===== config.mk =====
export PLATFORM = sky130hd
export DESIGN_NAME = small_key_value_table_flat
export DESIGN_NICKNAME = d
export VERILOG_FILES = /design/src/rtl/skvt_pkg.sv /design/src/rtl/skvt_req_if.sv /design/src/rtl/skvt_rsp_if.sv /design/src/rtl/skvt_csr_if.sv /design/src/rtl/small_key_value_table.sv /design/src/flat_wrapper.sv
export SDC_FILE = /design/constraint.sdc
export NUM_CORES = 1
export LEC_CHECK = 0
export BUFFER_PORTS_ARGS = -buffer_cell sky130_fd_sc_hd__buf_2
export CORE_MARGIN = 2
export CORE_UTILIZATION = 41
export DETAILED_ROUTE_END_ITERATION = 16
export MAX_ROUTING_LAYER = met4
export PLACE_DENSITY_LB_ADDON = 0.3
export SYNTH_ARGS = -nofsm -noshare
export SYNTH_HDL_FRONTEND = slang
export SYNTH_SLANG_ARGS = --single-unit
export TNS_END_PERCENT = 1

===== constraint.sdc =====
create_clock -name clock -period 10 [get_ports clock]
set_clock_uncertainty 0.15 [all_clocks]
set_input_delay 2 -clock clock [delete_from_list [all_inputs] [get_ports clock]]
set_output_delay 2 -clock clock [all_outputs]
set_load 0.01 [all_outputs]

===== src/rtl/skvt_pkg.sv =====
// Shared types, widths and operation codes of the key/value table.
package skvt_pkg;

   localparam int DEPTH       = 16;
   localparam int KEY_WIDTH   = 32;
   localparam int VALUE_WIDTH = 32;
   localparam int IDX_W       = $clog2(DEPTH);
   localparam int CNT_W       = $clog2(DEPTH + 1);
   localparam int CAP_W       = 5;
   localparam int OP_W        = 3;
   localparam int POS_W       = 4;
   localparam int COUNT_OUT_W = 5;

   localparam logic [OP_W-1:0] OP_INSERT = 3'd0;
   localparam logic [OP_W-1:0] OP_UPDATE = 3'd1;
   localparam logic [OP_W-1:0] OP_UPSERT = 3'd2;
   localparam logic [OP_W-1:0] OP_ERASE  = 3'd3;
   localparam logic [OP_W-1:0] OP_LOOKUP = 3'd4;
   localparam logic [OP_W-1:0] OP_READ   = 3'd5;

   typedef struct packed {
      logic [OP_W-1:0]  opcode;
      logic [31:0]      key;
      logic [31:0]      value_in;
      logic [POS_W-1:0] index;
   } req_type;

   typedef struct packed {
      logic                   ok;
      logic [31:0]            key_out;
      logic [31:0]            value_out;
      logic [COUNT_OUT_W-1:0] entry_count;
      logic                   is_empty;
   } rsp_type;

   typedef struct packed {
      logic [KEY_WIDTH-1:0]   key;
      logic [VALUE_WIDTH-1:0] value;
   } entry_type;

endpackage


===== src/rtl/skvt_req_if.sv =====
// Request channel: valid/ready handshake carrying one request item.
interface skvt_req_if;
   import skvt_pkg::*;
   logic    valid;
   logic    ready;
   req_type data;
   modport source (output valid, output data, input ready);
   modport sink   (input valid, input data, output ready);
endinterface


===== src/rtl/skvt_rsp_if.sv =====
// Response channel: valid/ready handshake carrying one result item.
interface skvt_rsp_if;
   import skvt_pkg::*;
   logic    valid;
   logic    ready;
   rsp_type data;
   modport source (output valid, output data, input ready);
   modport sink   (input valid, input data, output ready);
endinterface


===== src/rtl/skvt_csr_if.sv =====
// Configuration write channel: valid/ready handshake carrying the capacity.
interface skvt_csr_if;
   import skvt_pkg::*;
   logic             valid;
   logic             ready;
   logic [CAP_W-1:0] data;
   modport source (output valid, output data, input ready);
   modport sink   (input valid, input data, output ready);
endinterface


===== src/rtl/small_key_value_table.sv =====
// Top level of the bounded, densely packed key/value table.
//
//  channel | direction | payload                                   | handshake
//  req_ch  | in        | opcode, key, value_in, index              | valid/ready
//  rsp_ch  | out       | ok, key_out, value_out, entry_count, empty| valid/ready
//  csr_ch  | in        | capacity (5 bits)                         | valid/ready
//
// One item at a time. A key operation scans the packed entries and stops early
// when the key is found. An erase that moves the last entry into the hole
// also passes through the fetch state. read_index fetches the indexed entry
// unless the index is not below the count; an unknown opcode goes straight
// to the result. The scan reads one entry per cycle through the single read
// port of the entry memory.
// Reset clears the count, the sequencer and the output valid flag; capacity
// returns to 16. The entry memory is not cleared.
// A stalled result holds in the output register; the next item is taken
// while it waits, and its own result waits until the register frees.
module small_key_value_table (
   input  logic                 clock,
   input  logic                 reset,
   skvt_req_if.sink             req_ch,
   skvt_rsp_if.source           rsp_ch,
   skvt_csr_if.sink             csr_ch
);
   import skvt_pkg::*;

   // sequencer states
   localparam logic [2:0] S_IDLE  = 3'd0;
   localparam logic [2:0] S_SCAN  = 3'd1;
   localparam logic [2:0] S_FETCH = 3'd2;
   localparam logic [2:0] S_RESP  = 3'd3;

   logic [2:0]             state_ff, state_in;
   logic [CAP_W-1:0]       capacity_ff;
   logic [CNT_W-1:0]       count_ff, count_in;

   // latched request
   req_type                req_ff, req_in;

   // scan control: scan_ff is the next address to read, chk_ff the address
   // whose data sits in the read register when pend_ff is set
   logic [CNT_W-1:0]       scan_ff, scan_in;
   logic [IDX_W-1:0]       chk_ff, chk_in;
   logic                   pend_ff, pend_in;
   logic [IDX_W-1:0]       pos_ff, pos_in;

   // pending result
   logic                   res_ok_ff, res_ok_in;
   logic [31:0]            res_key_ff, res_key_in;
   logic [31:0]            res_val_ff, res_val_in;

   // output register
   logic                   rsp_valid_ff;
   rsp_type                rsp_data_ff;

   // entry memory, one read and one write port
   entry_type              mem [DEPTH];
   entry_type              mem_rd_ff;
   logic [IDX_W-1:0]       rd_addr;
   logic                   wr_en;
   logic [IDX_W-1:0]       wr_addr;
   entry_type              wr_data;

   logic [CNT_W-1:0]       cap_eff;
   logic [CNT_W-1:0]       last_cnt;
   logic                   req_fire;
   logic                   rsp_free;
   logic                   hit;
   logic                   key_op;
   logic                   room;

   assign req_fire   = req_ch.valid && req_ch.ready;
   assign rsp_free   = !rsp_valid_ff || rsp_ch.ready;
   assign req_ch.ready = (state_ff == S_IDLE);
   assign csr_ch.ready = 1'b1;

   // clamp the capacity to the memory depth
   assign cap_eff  = (int'(capacity_ff) > DEPTH) ? CNT_W'(DEPTH) : CNT_W'(capacity_ff);
   assign last_cnt = count_ff - CNT_W'(1);
   assign room     = (count_ff < cap_eff);
   assign hit      = pend_ff && (mem_rd_ff.key == req_ff.key[KEY_WIDTH-1:0]);

   always_comb begin
      key_op = (req_ch.data.opcode == OP_INSERT) || (req_ch.data.opcode == OP_UPDATE) ||
               (req_ch.data.opcode == OP_UPSERT) || (req_ch.data.opcode == OP_ERASE) ||
               (req_ch.data.opcode == OP_LOOKUP);
   end

   always_comb begin
      state_in   = state_ff;
      count_in   = count_ff;
      req_in     = req_ff;
      scan_in    = scan_ff;
      chk_in     = chk_ff;
      pend_in    = 1'b0;
      pos_in     = pos_ff;
      res_ok_in  = res_ok_ff;
      res_key_in = res_key_ff;
      res_val_in = res_val_ff;
      rd_addr    = scan_ff[IDX_W-1:0];
      wr_en      = 1'b0;
      wr_addr    = chk_ff;
      wr_data    = '{key: req_ff.key[KEY_WIDTH-1:0], value: req_ff.value_in[VALUE_WIDTH-1:0]};

      case (state_ff)
         S_IDLE: begin
            if (req_fire) begin
               req_in     = req_ch.data;
               res_ok_in  = 1'b0;
               res_key_in = '0;
               res_val_in = '0;
               scan_in    = '0;
               if (key_op) begin
                  state_in = S_SCAN;
               end else if (req_ch.data.opcode == OP_READ &&
                            CNT_W'(req_ch.data.index) < count_ff) begin
                  // issue the read of the indexed entry now
                  rd_addr  = req_ch.data.index[IDX_W-1:0];
                  state_in = S_FETCH;
               end else begin
                  state_in = S_RESP;
               end
            end
         end

         S_SCAN: begin
            if (hit) begin
               pos_in = chk_ff;
               case (req_ff.opcode)
                  OP_LOOKUP: begin
                     res_ok_in  = 1'b1;
                     res_val_in = 32'(mem_rd_ff.value);
                     state_in   = S_RESP;
                  end
                  OP_UPDATE, OP_UPSERT: begin
                     wr_en     = 1'b1;
                     wr_addr   = chk_ff;
                     res_ok_in = 1'b1;
                     state_in  = S_RESP;
                  end
                  OP_ERASE: begin
                     if (chk_ff == last_cnt[IDX_W-1:0]) begin
                        count_in  = last_cnt;
                        res_ok_in = 1'b1;
                        state_in  = S_RESP;
                     end else begin
                        // fetch the last entry to fill the hole
                        rd_addr  = last_cnt[IDX_W-1:0];
                        state_in = S_FETCH;
                     end
                  end
                  default: begin
                     state_in = S_RESP;
                  end
               endcase
            end else if (scan_ff < count_ff) begin
               // advance the scan by one entry
               pend_in = 1'b1;
               chk_in  = scan_ff[IDX_W-1:0];
               scan_in = scan_ff + CNT_W'(1);
            end else begin
               // key absent: append for insert and insert_or_update if there is room
               if ((req_ff.opcode == OP_INSERT || req_ff.opcode == OP_UPSERT) && room) begin
                  wr_en     = 1'b1;
                  wr_addr   = count_ff[IDX_W-1:0];
                  count_in  = count_ff + CNT_W'(1);
                  res_ok_in = 1'b1;
               end
               state_in = S_RESP;
            end
         end

         S_FETCH: begin
            res_ok_in = 1'b1;
            if (req_ff.opcode == OP_ERASE) begin
               wr_en    = 1'b1;
               wr_addr  = pos_ff;
               wr_data  = mem_rd_ff;
               count_in = last_cnt;
            end else begin
               res_key_in = 32'(mem_rd_ff.key);
               res_val_in = 32'(mem_rd_ff.value);
            end
            state_in = S_RESP;
         end

         S_RESP: begin
            if (rsp_free) begin
               state_in = S_IDLE;
            end
         end

         default: begin
            state_in = S_IDLE;
         end
      endcase
   end

   // control registers
   always_ff @(posedge clock) begin
      if (reset) begin
         state_ff    <= S_IDLE;
         count_ff    <= '0;
         capacity_ff <= CAP_W'(DEPTH);
         pend_ff     <= 1'b0;
      end else begin
         state_ff <= state_in;
         count_ff <= count_in;
         pend_ff  <= pend_in;
         if (csr_ch.valid && csr_ch.ready) begin
            capacity_ff <= csr_ch.data;
         end
      end
   end

   // payload registers
   always_ff @(posedge clock) begin
      req_ff     <= req_in;
      scan_ff    <= scan_in;
      chk_ff     <= chk_in;
      pos_ff     <= pos_in;
      res_ok_ff  <= res_ok_in;
      res_key_ff <= res_key_in;
      res_val_ff <= res_val_in;
   end

   // entry memory
   always_ff @(posedge clock) begin
      if (wr_en) begin
         mem[wr_addr] <= wr_data;
      end
   end

   always_ff @(posedge clock) begin
      mem_rd_ff <= mem[rd_addr];
   end

   // output register: load the finished result when the slot frees
   always_ff @(posedge clock) begin
      if (reset) begin
         rsp_valid_ff <= 1'b0;
      end else if (state_ff == S_RESP && rsp_free) begin
         rsp_valid_ff <= 1'b1;
      end else if (rsp_ch.ready) begin
         rsp_valid_ff <= 1'b0;
      end
   end

   always_ff @(posedge clock) begin
      if (state_ff == S_RESP && rsp_free) begin
         rsp_data_ff.ok          <= res_ok_ff;
         rsp_data_ff.key_out     <= res_key_ff;
         rsp_data_ff.value_out   <= res_val_ff;
         rsp_data_ff.entry_count <= COUNT_OUT_W'(count_ff);
         rsp_data_ff.is_empty    <= (count_ff == '0);
      end
   end

   assign rsp_ch.valid = rsp_valid_ff;
   assign rsp_ch.data  = rsp_data_ff;

endmodule


===== src/flat_wrapper.sv =====
// flat-port wrapper written by rule: the top's interface ports become plain ports
module small_key_value_table_flat import skvt_pkg::*;
  (clock, reset, req_ch_valid, req_ch_data, req_ch_ready, rsp_ch_valid, rsp_ch_data, rsp_ch_ready, csr_ch_valid, csr_ch_data, csr_ch_ready);
  skvt_req_if req_ch_i ();
  skvt_rsp_if rsp_ch_i ();
  skvt_csr_if csr_ch_i ();
  input  logic clock;
  input  logic reset;
  input wire logic [$bits(req_ch_i.valid)-1:0] req_ch_valid;
  input wire logic [$bits(req_ch_i.data)-1:0] req_ch_data;
  output wire logic [$bits(req_ch_i.ready)-1:0] req_ch_ready;
  output wire logic [$bits(rsp_ch_i.valid)-1:0] rsp_ch_valid;
  output wire logic [$bits(rsp_ch_i.data)-1:0] rsp_ch_data;
  input wire logic [$bits(rsp_ch_i.ready)-1:0] rsp_ch_ready;
  input wire logic [$bits(csr_ch_i.valid)-1:0] csr_ch_valid;
  input wire logic [$bits(csr_ch_i.data)-1:0] csr_ch_data;
  output wire logic [$bits(csr_ch_i.ready)-1:0] csr_ch_ready;
  assign req_ch_i.valid = req_ch_valid;
  assign req_ch_i.data = req_ch_data;
  assign req_ch_ready = req_ch_i.ready;
  assign rsp_ch_valid = rsp_ch_i.valid;
  assign rsp_ch_data = rsp_ch_i.data;
  assign rsp_ch_i.ready = rsp_ch_ready;
  assign csr_ch_i.valid = csr_ch_valid;
  assign csr_ch_i.data = csr_ch_data;
  assign csr_ch_ready = csr_ch_i.ready;
  small_key_value_table u_core (.clock(clock), .reset(reset), .req_ch(req_ch_i), .rsp_ch(rsp_ch_i), .csr_ch(csr_ch_i));
endmodule

# [Yosys cells after proc, flatten, opt, wreduce, memory -nomap -nowiden]
# Memory sizes are Yosys's and may differ from the RTL's. A register that Yosys moved wholly into a read port is not among the register bits.
# Index checks and enable logic that the tools add are counted.
[classes] magnitude_cmp=4 n_mux=60 n_eq_ne=28 add_sub_neg=3 n_reduce_logical=33 bitwise=2
[op_table] op="32-bit 2-to-1 mux" count=5
[op_table] op="64-bit 2-to-1 mux" count=2
[op_table] op="32-bit case mux with 3 select lines" count=1
[op_table] op="32-bit case mux with 2 select lines" count=1
[op_table] op="5-bit 2-to-1 mux" count=10
[op_table] op="4-bit 2-to-1 mux" count=10
[op_table] op="32-bit equality test" count=1
[op_table] op="5-bit case mux with 2 select lines" count=2
[op_table] op="3-bit by 2-bit equality test with 1-bit output (second input constant)" count=6
[op_table] op="3-bit 2-to-1 mux" count=6
[op_table] op="1-bit 2-to-1 mux" count=17
[op_table] op="4-bit case mux with 2 select lines" count=2
[op_table] op="3-bit case mux with 4 select lines" count=1
[op_table] op="6-bit AND reduction" count=2
[op_table] op="5-bit by 1-bit adder with 5-bit output (second input constant)" count=2
[op_table] op="5-bit < comparator" count=2
[op_table] op="3-bit by 1-bit equality test with 1-bit output (second input constant)" count=3
[op_table] op="3-bit equality test (second input constant)" count=3
[op_table] op="3-bit logical NOT" count=3
[op_table] op="3-bit AND reduction" count=3
[op_table] op="2-bit by 1-bit inequality test with 1-bit output (second input constant)" count=4
[op_table] op="2-bit inequality test (second input constant)" count=4
[op_table] op="4-bit inequality test (second input constant)" count=2
[op_table] op="2-bit nonzero test" count=4
[op_table] op="other kinds (20)" count=34
[word_totals] n_memories=1 in_bits=81 wordCells=150 reg_bits=231 out_inout_bits=74 ramBits=1024
[memory_table] memory="u_core.mem" words=16 width=64 rd=1 rd_ports_with_merged_regs=1 write_ports=1 line="small_key_value_table.sv:57" rtl="entry_type mem [DEPTH];"

# [Depth between registers and ports, before layout]
[logic_depth] ltp_word=10 depth_mapped=17 mapped_depth_nobuf=11

# [Worst setup path before layout]
# No wires, ideal clock.
[synth_timing] path_type="flip-flop to flip-flop" startpoint="register u_core.count_ff[1]" endpoint="memory u_core.mem[2][0] (netlist name), enable pin" required_time_ns=9.285 setup_slack_ns=2.390 path_buffers=1 arrival_ns=6.896 period_less_slack_ns=7.610 setup_ns=0.565 stages_incl_launch_ff=12 cell_sequence="dfxtp_1 inv_1 ha_1 a21o_1 a21o_1 a211oi_1 or3_1 o21ai_1 a21oi_1 or4b_1 clkbuf_1 nor3_1"
[synth_between] elab_chain_len=8 elab_cells_between_ends=13 cone_classes="2 x order compare; 10 x mux; 1 x reduce/logical"
[synth_rtl] element="start, declared" line="small_key_value_table.sv:35" rtl="logic [CNT_W-1:0] count_ff, count_in;"
[synth_rtl] element="start signal, assigned" line="small_key_value_table.sv:208" rtl="count_ff <= count_in;"
[synth_rtl] element="5-bit < comparator" line="small_key_value_table.sv:80" rtl="assign room = (count_ff < cap_eff);"
[synth_rtl] element="1-bit logical AND" line="small_key_value_table.sv:163" rtl="if ((req_ff.opcode == OP_INSERT || req_ff.opcode == OP_UPSERT) && room) begin"
[synth_rtl] element="1-bit 2-to-1 mux" line="small_key_value_table.sv:163"
[synth_rtl] element="1-bit 2-to-1 mux" line="small_key_value_table.sv:156" rtl="end else if (scan_ff < count_ff) begin"
[synth_rtl] element="1-bit 2-to-1 mux" line="small_key_value_table.sv:127" rtl="if (hit) begin"
[synth_rtl] element="1-bit case mux with 2 select lines" line="small_key_value_table.sv:105" rtl="case (state_ff)"
[synth_rtl] element="1-bit 2-to-1 mux" line="small_key_value_table.sv:229" rtl="if (wr_en) begin"
[synth_rtl] element="1-bit 2-to-1 mux (not written as such)" line="small_key_value_table.sv:230" rtl="mem[wr_addr] <= wr_data;"
[synth_rtl] element="end, declared" line="small_key_value_table.sv:57"
# Several ways; a longest one is shown, not always the timed one.

# [Worst setup path after layout]
[layout_timing] startpoint="register u_core.req_ff[64] (netlist name)" endpoint="memory u_core.mem[9][5] (netlist name), enable pin"
[layout_between] elab_chain_len=6 elab_cells_between_ends=8 cone_classes="1 x eq/ne; 6 x mux; 1 x reduce/logical"
[layout_rtl] element="start, declared" line="small_key_value_table.sv:38" rtl="req_type req_ff, req_in;"
[layout_rtl] element="start signal, assigned" line="small_key_value_table.sv:218" rtl="req_ff <= req_in;"
[layout_rtl] element="32-bit equality test *" line="small_key_value_table.sv:81" rtl="assign hit = pend_ff && (mem_rd_ff.key == req_ff.key[KEY_WIDTH-1:0]);"
[layout_rtl] element="1-bit logical AND *" line="small_key_value_table.sv:81"
[layout_rtl] element="1-bit 2-to-1 mux" line="small_key_value_table.sv:127"
[layout_rtl] element="1-bit case mux with 2 select lines" line="small_key_value_table.sv:105"
[layout_rtl] element="1-bit 2-to-1 mux" line="small_key_value_table.sv:229"
[layout_rtl] element="1-bit 2-to-1 mux (not written as such)" line="small_key_value_table.sv:230"
# Mark *: on every way between the ends. The rest lies on a longest branch, timed or not.

==> impl_metrics.py <==
metrics = {
    "route": {
        "final_antenna_net_count": 0,
        "drcViolationCount": 0,
        "wire_per_inst_um": 27.3,
        "dr.pass1.iters": 6,
        "wl_mm": 144,
        "wl_met3_mm": 11.0,
        "via_per_inst": 6.07,
        "met2WireLength_mm": 69.7,
        "vias": 32100,
        "wl_met1_mm": 59.3,
        "drt-initial-drc-count": 3671,
        "routed.top_layer": "met4",
    },
    "clocking": {
        "clk_pin_slew_ns": 0.06,
        "h-tree-depth": 4,
        "cts_hold_buf": 0,
        "post-cts-setup-buffers": 0,
        "clk-insertion-delay-late_ns": 0.75,
        "cts_tree": "yes",
        "clockBufferDepth": 3,
        "cts-root-buf": "clkbuf_16",
        "cts.sinks": 1318,
        "post_cts_resized": 0,
        "cts_buffers": 139,
    },
    "logic_synthesis": {
        "synth_cells": 3428,
        "yosysMostFrequentCell": "edfxtp_1",
        "yosys_warnings": 0,
        "syn_area_um2": 52400,
        "yosys.area.top_type": "edfxtp_1",
        "seq_area_frac_synth_pct": 74.1,
        "synth_area_per_cell_um2": 15.3,
        "ys_ff_latch": 1318,
        "async_reset_ff_share_pct": 0,
        "yosys.cell_types.count": 66,
        "ys_top_cells_by_count": "edfxtp_1 (1240), a2111oi_0 (235), nand2_1 (213)",
        "synth_nets": 3529,
        "synth_ff_type": "edfxtp_1",
        "synth_area_leaders": "edfxtp_1 (71%), a2111oi_0 (3.9%), dfxtp_1 (3.0%), mux2_2 (2.8%), a21oi_1 (2.0%)",
        "synth_edf_count": 1240,
        "yosysTopAreaCellShare_pct": 71.1,
    },
    "worst_setup_path": {
        "cp-end-kind": "register",
        "r2r-start": "u_core.req_ff[64]",
        "regToRegEndpoint": "u_core.mem[9][5]",
        "slowest_stage": "nor4_1",
        "crit_required_ns": 10.21,
        "cpPeakStageDelay_ns": 0.74,
        "reg2reg_slack_ns": 4.07,
        "crit_chain": "xor2_1 -> nor4_1 -> and3_1 -> and3_1 -> inv_1 -> a21oi_1 -> o21ai_0 -> a221o_1 -> nor3_2 -> buf_4 -> buf_4",
        "worstPathArrival_ns": 6.13,
        "path_max_fanout": 33,
        "reg2regPathDepth": 11,
        "crit_type": "register to register",
        "start_kind": "register",
    },
    "grt": {
        "grt_pass1_wl_mm": 212,
        "grtUsageTotal_pct": 22.4,
        "grt_max_degree": 194,
        "grt.overflow.total": 0,
        "grt_pass1_vias": 32000,
        "antenna_found_initial": 5,
    },
    "power_and_ir_drop": {
        "internal-power_uw": 12000,
        "pwr-share-seq_pct": 37.4,
        "vdd_drop_max_mv": 0.347,
        "power_density_nw_per_um2": 325,
        "combPwrFrac_pct": 36.0,
        "switching_share_pct": 37.9,
        "clkPwrFrac_pct": 26.6,
        "power.leakage_uw": 0.0190,
        "p_switching_uw": 7310,
        "power.total_uw": 19300,
    },
    "final_layout": {
        "design_area_um2": 59300,
        "fillers": 10900,
        "nets": 3608,
        "multi_input_area_um2": 12400,
        "area_growth_pct": 13.3,
        "final_util_pct": 46.6,
        "seq_area_um2": 38800,
        "drive_gt1_share_pct": 16.6,
    },
    "sta": {
        "timing.slew.headroom_pct": 21.8,
        "fmax_mhz": 169,
        "setup_viol": 0,
        "tightest_slew_ns": 1.17,
        "maxSlewViolCount": 0,
        "hold_violations": 0,
        "rsz0062_at_grt": "false",
        "fin_crit_ns": 5.93,
        "min_period_over_period_pct": 59.3,
        "fin_setup_tns_ns": 0,
        "setup_ws_ns": 4.07,
    },
    "worst_hold_path": {
        "worstHoldStart": "u_core.res_val_ff[3]",
        "min_to": "u_core.rsp_ch.data[9]",
        "holdPathStages": 0,
        "min_path_type": "register to register",
    },
    "placed_design": {
        "gp_congestion": 0.787,
        "hpwl_mm": 71.4,
        "place.port_buffers": 153,
        "post-place-ws_ns": 3.33,
        "placed_area_um2": 54800,
    },
    "floorplan": {
        "fp.dieW_um": 361,
        "core_um2": 127000,
        "core.rowCount": 131,
        "dieArea_um2": 131000,
        "ios": 155,
        "initial_core_util_pct": 41.2,
        "die_height_um": 361,
    },
    "run": {
        "maxCapViolCount": 0,
    },
    "run_status": {
        "status": "finished clean",
    },
}
power groups by stage:
stage | Sequential (uW) | Clock [uW] | Combinational, uW
detailed placement | 7340 | 0 | 6880
finish | 7220 | 5130 | 6940
CTS | 7230 | 5210 | 6910
global route | 7260 | 5430 | 7490
global placement | 7340 | 0 | 6800
floorplan | 7190 | 0 | 4650
placed cells by master (no fill, tap or decap), drive strengths merged, types with 22 or more instances in the layout:
cell        n
nand3     200
mux2      130
clkinv     41
a2111oi   257
a21oi     207
and3       58
dfxtp      78
edfxtp   1240
a211oi     57
a22o       65
mux2i      23
inv        22
nor3       22
nand2     213
o21ai     201
clkbuf    191
and2       67
a211o      56
xor2       35
nor2       32
o211ai     69
buf       228
worst max-delay path: cells and delay by family (launching register included):
family	cells	cell delay, ns
compound gates	3	0.85
simple gates	4	2.20
flops	1	0.50
xor+xnor	1	0.24
buf+inv	3	1.55
layout make-up:
type	count	area share, %
flip-flops and latches	1318	65.4
clock inverters	65	1.12
inverters	15	0.0949
multi-input cells	1805	21.0
repair buffers	228	2.37
well taps	1662	3.51
diodes	1	0.00422
clock buffers	191	6.52
worst max path at each step:
stage / startpoint / end / slack [ns] / cells after the start
after global placement: req_ch_valid / u_core.mem_rd_ff[47] / 3.45 / 11
after detailed placement: req_ch_valid / u_core.mem_rd_ff[47] / 3.33 / 11
after floorplan: u_core.count_ff[1] / u_core.mem[2][0] / 2.39 / 11
after CTS: req_ch_valid / u_core.mem_rd_ff[47] / 4.09 / 11
after global routing: req_ch_valid / u_core.mem_rd_ff[41] / 3.75 / 11
final: u_core.req_ff[64] / u_core.mem[9][5] / 4.07 / 11
logic make-up after synthesis:
family | count (synthesis) | synth area share [%]
AOI/OAI and AO/OA | 954 | 12.9
xor gates and xnor gates | 45 | 0.779
adders and majority gates | 20 | 0.478
buffers and inverters | 305 | 2.58
DFF | 1318 | 74.1
muxes | 153 | 3.24
other | 1 | 0.00716
and+or+nand+nor | 632 | 5.97
state kept, by name (all words and copies together), names as in the netlist, 4 cells and up:
register and count:
u_core.pos_ff 4, u_core.rsp_ch.data 71, u_core.count_ff 5, u_core.scan_ff 5, u_core.res_key_ff 32, u_core.mem 1024
u_core.mem_rd_ff 64, u_core.res_val_ff 32, u_core.capacity_ff 5, u_core.req_ff 67, u_core.chk_ff 4
through the flow:
step	std cells	hold slack [ns]
finish	5285	0.259
CTS	5284	0.251
detailed placement	5028	0.255
floorplan	3428	0.250
global placement	5028	0.251
global route	5285	0.268
per-layer routing:
layer | GRT usage [%] | vias up
met2 | 36.4 | 1505
met4 | 7.47 | 0
met3 | 3.59 | 248
li1 | - | 13900
met1 | 28.9 | 16400
met5 | - | -
Note: power is estimated with default switching activity, not from simulation.
